$ cat config.mk
export PLATFORM = sky130hd
export DESIGN_NAME = grdjs_ctrl
export DESIGN_NICKNAME = d
export VERILOG_FILES = /design/src/hw/rtl/grdjs_pkg.sv /design/src/hw/rtl/grdjs_ctrl.sv
export SDC_FILE = /design/constraint.sdc
export NUM_CORES = 1
export LEC_CHECK = 0
export BUFFER_PORTS_ARGS = -buffer_cell sky130_fd_sc_hd__buf_2
export CAP_MARGIN = 20
export CORE_UTILIZATION = 50
export CTS_CLUSTER_SIZE = 8
export DETAILED_ROUTE_END_ITERATION = 16
export PLACE_DENSITY = 0.86
export SLEW_MARGIN = 30
export SYNTH_ARGS = -nofsm -noshare
export SYNTH_HDL_FRONTEND = slang
export SYNTH_SLANG_ARGS = --single-unit
$ cat constraint.sdc
create_clock -name clk -period 1.6 [get_ports clk]
set_input_delay 0.08 -clock clk [delete_from_list [all_inputs] [get_ports clk]]
set_output_delay 0.08 -clock clk [all_outputs]
set_load 0.01 [all_outputs]
$ cat src/hw/rtl/grdjs_pkg.sv
// ----------------------------------------------------------------------------
// grdjs_pkg
// Shared types and constants for the release-day job scheduler.
// ----------------------------------------------------------------------------
package grdjs_pkg;

    localparam int JOB_CAPACITY_DEF = 1024;
    localparam int DAY_W            = 16;
    localparam int REWARD_W         = 16;
    localparam int TOTAL_W          = 26;
    localparam logic [DAY_W-1:0] DAYS_TOTAL_RST = 16'd1;

    typedef enum logic [4:0] {
        OP_NONE,
        OP_LOAD,
        OP_RUN_INIT,
        OP_SCAN_RD,
        OP_SCAN_CHK,
        OP_SCAN_NEXT,
        OP_PUSH_RD,
        OP_PUSH_ROOT,
        OP_PUSH_MOVE,
        OP_TOP_RD,
        OP_TOP_TAKE,
        OP_LAST_RD,
        OP_LAST_TAKE,
        OP_C1_RD,
        OP_C1_TAKE,
        OP_C2_RD,
        OP_C2_TAKE,
        OP_SIFT_PLACE,
        OP_SIFT_MOVE,
        OP_DAY_INC,
        OP_FINISH
    } op_t;

    typedef struct packed {
        op_t  op;
        logic in_ready;
    } cmd_t;

    typedef struct packed {
        logic eligible;
        logic scan_last;
        logic cnt_zero;
        logic i_zero;
        logic parent_ge;
        logic q_zero;
        logic q_one;
        logic c_out;
        logic c1_out;
        logic best_le;
        logic day_last;
        logic days_zero;
        logic later_jobs;
        logic out_busy;
    } status_t;

endpackage

$ cat src/hw/rtl/grdjs_ctrl.sv
// ----------------------------------------------------------------------------
// grdjs_ctrl
// Sequencer for job loading, daily scan, heap push/pop and result handoff.
// ----------------------------------------------------------------------------
module grdjs_ctrl
    import grdjs_pkg::*;
(
    input  logic    clk,
    input  logic    rst_n,
    input  logic    in_valid,
    input  logic    in_last,
    input  status_t status,
    output cmd_t    cmd
);

    typedef enum logic [4:0] {
        S_IDLE, S_START, S_DAY, S_SCAN_CHK, S_PUSH, S_PUSH_CMP, S_NEXT_JOB,
        S_DAY_END, S_TOP, S_LAST_RD, S_LAST, S_SIFT, S_C1, S_C2_RD, S_C2,
        S_CMP, S_NEXT_DAY, S_FIN
    } state_t;

    state_t state_reg;
    state_t state_next;

    always_comb
    begin
        state_next   = state_reg;
        cmd.op       = OP_NONE;
        cmd.in_ready = 1'b0;
        case (state_reg)
            S_IDLE:
            begin
                cmd.in_ready = 1'b1;
                if (in_valid)
                begin
                    cmd.op = OP_LOAD;
                    if (in_last)
                        state_next = S_START;
                end
            end
            S_START:
            begin
                cmd.op     = OP_RUN_INIT;
                state_next = status.days_zero ? S_FIN : S_DAY;
            end
            S_DAY:
            begin
                if (status.cnt_zero)
                    state_next = S_DAY_END;
                else
                begin
                    cmd.op     = OP_SCAN_RD;
                    state_next = S_SCAN_CHK;
                end
            end
            S_SCAN_CHK:
            begin
                cmd.op     = OP_SCAN_CHK;
                state_next = status.eligible ? S_PUSH : S_NEXT_JOB;
            end
            S_PUSH:
            begin
                if (status.i_zero)
                begin
                    cmd.op     = OP_PUSH_ROOT;
                    state_next = S_NEXT_JOB;
                end
                else
                begin
                    cmd.op     = OP_PUSH_RD;
                    state_next = S_PUSH_CMP;
                end
            end
            S_PUSH_CMP:
            begin
                if (status.parent_ge)
                begin
                    cmd.op     = OP_PUSH_ROOT;
                    state_next = S_NEXT_JOB;
                end
                else
                begin
                    cmd.op     = OP_PUSH_MOVE;
                    state_next = S_PUSH;
                end
            end
            S_NEXT_JOB:
            begin
                if (status.scan_last)
                    state_next = S_DAY_END;
                else
                begin
                    cmd.op     = OP_SCAN_NEXT;
                    state_next = S_DAY;
                end
            end
            S_DAY_END:
            begin
                if (status.q_zero)
                    state_next = status.later_jobs ? S_NEXT_DAY : S_FIN;
                else
                begin
                    cmd.op     = OP_TOP_RD;
                    state_next = S_TOP;
                end
            end
            S_TOP:
            begin
                cmd.op     = OP_TOP_TAKE;
                state_next = status.q_one ? S_NEXT_DAY : S_LAST_RD;
            end
            S_LAST_RD:
            begin
                cmd.op     = OP_LAST_RD;
                state_next = S_LAST;
            end
            S_LAST:
            begin
                cmd.op     = OP_LAST_TAKE;
                state_next = S_SIFT;
            end
            S_SIFT:
            begin
                if (status.c_out)
                begin
                    cmd.op     = OP_SIFT_PLACE;
                    state_next = S_NEXT_DAY;
                end
                else
                begin
                    cmd.op     = OP_C1_RD;
                    state_next = S_C1;
                end
            end
            S_C1:
            begin
                cmd.op     = OP_C1_TAKE;
                state_next = status.c1_out ? S_CMP : S_C2_RD;
            end
            S_C2_RD:
            begin
                cmd.op     = OP_C2_RD;
                state_next = S_C2;
            end
            S_C2:
            begin
                cmd.op     = OP_C2_TAKE;
                state_next = S_CMP;
            end
            S_CMP:
            begin
                if (status.best_le)
                begin
                    cmd.op     = OP_SIFT_PLACE;
                    state_next = S_NEXT_DAY;
                end
                else
                begin
                    cmd.op     = OP_SIFT_MOVE;
                    state_next = S_SIFT;
                end
            end
            S_NEXT_DAY:
            begin
                if (status.day_last)
                    state_next = S_FIN;
                else
                begin
                    cmd.op     = OP_DAY_INC;
                    state_next = S_DAY;
                end
            end
            S_FIN:
            begin
                if (!status.out_busy)
                begin
                    cmd.op     = OP_FINISH;
                    state_next = S_IDLE;
                end
            end
            default: state_next = S_IDLE;
        endcase
    end

    always_ff @(posedge clk or negedge rst_n)
    begin
        if (!rst_n)
            state_reg <= S_IDLE;
        else
            state_reg <= state_next;
    end

endmodule

==> results.md <==
* Status: finished with violations
* Failing checks: setup timing
* WL per Instance at 19.1 um
* Synthesized flop and latch total at 5
* Max clock buf depth at 2
* Ant diodes at 0
* Maximum vdd drop at 1.33 mV
* Final min period at 1.83 ns
* Vias in the first global route at 1071
* Die area at 0.00175 sq mm
* Lkg Pwr at 0.618 nW
* Main synth FF type: dfrtp_1
* Mapped Area at 793 sq um
* All-Layer GR Usage at 35.4%
* Placer Congestion at 0.947
* Worst rel slew slack at 80.7%
* Final Hold Viols at 0
* Post-synthesis sequential area ratio at 15.8%
* Sink Count at 5
* Post-Synthesis Cells at 111
* Worst-Skew Late Latency at 0.25 ns
* Setup CP Type: register to primary output
* IO buf count at 23
* Req. time, crit path at 1.52 ns
* R2r setup slk at -0.02 ns
* Core area at 0.00149 sq mm
* Yosys Warn Count at 0
* Final period util at 115%
* Worst-Margin Slew at 0.288 ns
* Commonest non-fill, non-tap cell in the layout: buf_4
* Area delta synth->final at 62.8%
* Avg Inst Size Synth at 7.15 sq um
* Final cell count without fillers at 181
* Setup ws final at -0.234 ns
* Die X at 41.8 um
* Num CTS Buffers at 3
* Max reg flops at 5
* Clock Skews at 0.00977 ns
* I/O pins at 24
* Synth cell types at 37
* Post-Place Setup Slack at 0.0208 ns
* Die Ht at 41.8 um
* Setup crit start kind: register
* Async set-reset flop share out of synthesis at 100%
* CP max FO at 5
* Post-route ant nets at 0
* Final nets at 184
* Largest area contributor in the synthesized netlist: dfrtp_1
* DRC at 0
* Share of cells above drive strength 1 at 49.1%
* Crit end category: primary output
* Largest net degree at the start of global routing at 13
* RSZ-0062 raised after global routing: yes
* Final setup viols at 5
* Placed Cells at 161
* CTS tree: done
* DR vias at 1207
* 1st-iter DRT viols at 64
* Cell Area, Placed at 0.00102 sq mm
* Max-slew violation count at 0
* 1st-pass router iterations at 5
* Worst EP arrival at 1.75 ns
* Starting Density at 53.3%
* Area contributors post-synth: dfrtp_1, nor2b_1, mux2i_1, nor2_1, o21ai_0
* Total Routed Length at 3450 um
* Top cell type's share of synthesized area at 15.8%
* Clock tree root driver cell: clkbuf_4
* Power Density at 2120 mW/mm^2
* Post-DP HPWL at 2110 um
* First-pass GRT wire length at 4820 um
* Post-synth EDFFs at 0
* Fin area at 0.00129 sq mm
* Final Power at 0.00274 W
* Clock-pin slew on the worst setup and hold paths at 0.05 ns
* Most frequent cells in the layout: buf_4, buf_2, nor2_1
* Overflow after GRT at 0
* Detailed-route vias per instance at 6.67
* Syn_nets at 129
* Initial antenna violation count at 0
* Max-cap violations at 0
* H-tree levels at 1
* Achievable Freq at 545 MHz
* Rows at 14
* Hold crit path type: primary input to register
## cells by family (layout without fill, tap and decap cells)
family          count (synthesis)  count (layout)  share of synthesized area (%)
compound gates                 35              35                           31.9
mux                             6               6                           7.57
xor+xnor                        1               1                           1.10
simple gates                   53              53                           35.6
flops                           5               5                           15.8
buf+inv                        11              65                           8.04
## timing repair
item,in CTS,in global routing
gates resized for setup,13,22
gates cloned,0,0
hold buffers,1,0
setup endpoints to repair,6,7
hold endpoints to repair,5,0
setup buffers,8,8
pin swaps,5,12
## cell usage after synthesis, types with 5 or more instances
library cell / n
nor2b_1: 10
nor2_1: 12
dfrtp_1: 5
o21ai_0: 8
nor3_1: 6
a211oi_1: 5
mux2i_1: 6
buf_2: 6
nand3_1: 6
nand2_1: 6
## worst max-delay path, stage by stage (launching register included)
cell      delay (ns)
dfrtp_1         0.43
buf_6           0.14
nand2b_4        0.07
nor2_4          0.11
nor2_1          0.05
or4_1           0.54
buf_2           0.16
## worst paths after layout
| kind | from | endpoint | depth (start not counted) |
|---|---|---|---|
| worst max register to register | state_reg[1] | state_reg[0] | 5 |
| worst min-delay path | status[8] | state_reg[4] | 3 |
| worst min register to register | state_reg[3] | state_reg[2] | 2 |
| min in group asynchronous | rst_n | state_reg[2] | 2 |
| max in group asynchronous | rst_n | state_reg[0] | 2 |
| worst max-delay path | state_reg[2] | cmd[1] | 6 |
## stage by stage
step | setup TNS (ns) | hold WS [ns] | utilization (%)
after global routing | -0.934 | 0.172 | 86.7
after CTS | -0.734 | 0.147 | 77.0
after floorplan | 0 | -0.216 | -
final | -0.725 | 0.161 | 86.7
after global placement | 0 | -0.103 | 68.7
after detailed placement | 0 | -0.0935 | 68.7
## routing by layer
layer / global-route usage, % / vias to the layer above / share of wire, %
met3: 4.35 / 37 / 10
met5: 0 / - / 0
li1: - / 522 / -
met2: 60.3 / 121 / 47
met1: 41.8 / 527 / 35
met4: 21.9 / 0 / 7.4
## power breakdown
part           total (W)  internal (W)  switching [W]
combinational    0.00231       0.00114        0.00116
clock           0.000154     0.0000947      0.0000590
sequential      0.000283      0.000191      0.0000916
## cell type report
cell class | count | area, sq um
tap | 16 | 20.0
sequential | 5 | 129
inverter | 2 | 10.0
clock buffer | 4 | 26.3
timing repair buffer | 59 | 420
fill | 79 | 198
multi-input combinational | 95 | 686
No activity file was read; power rests on OpenSTA's default activity.
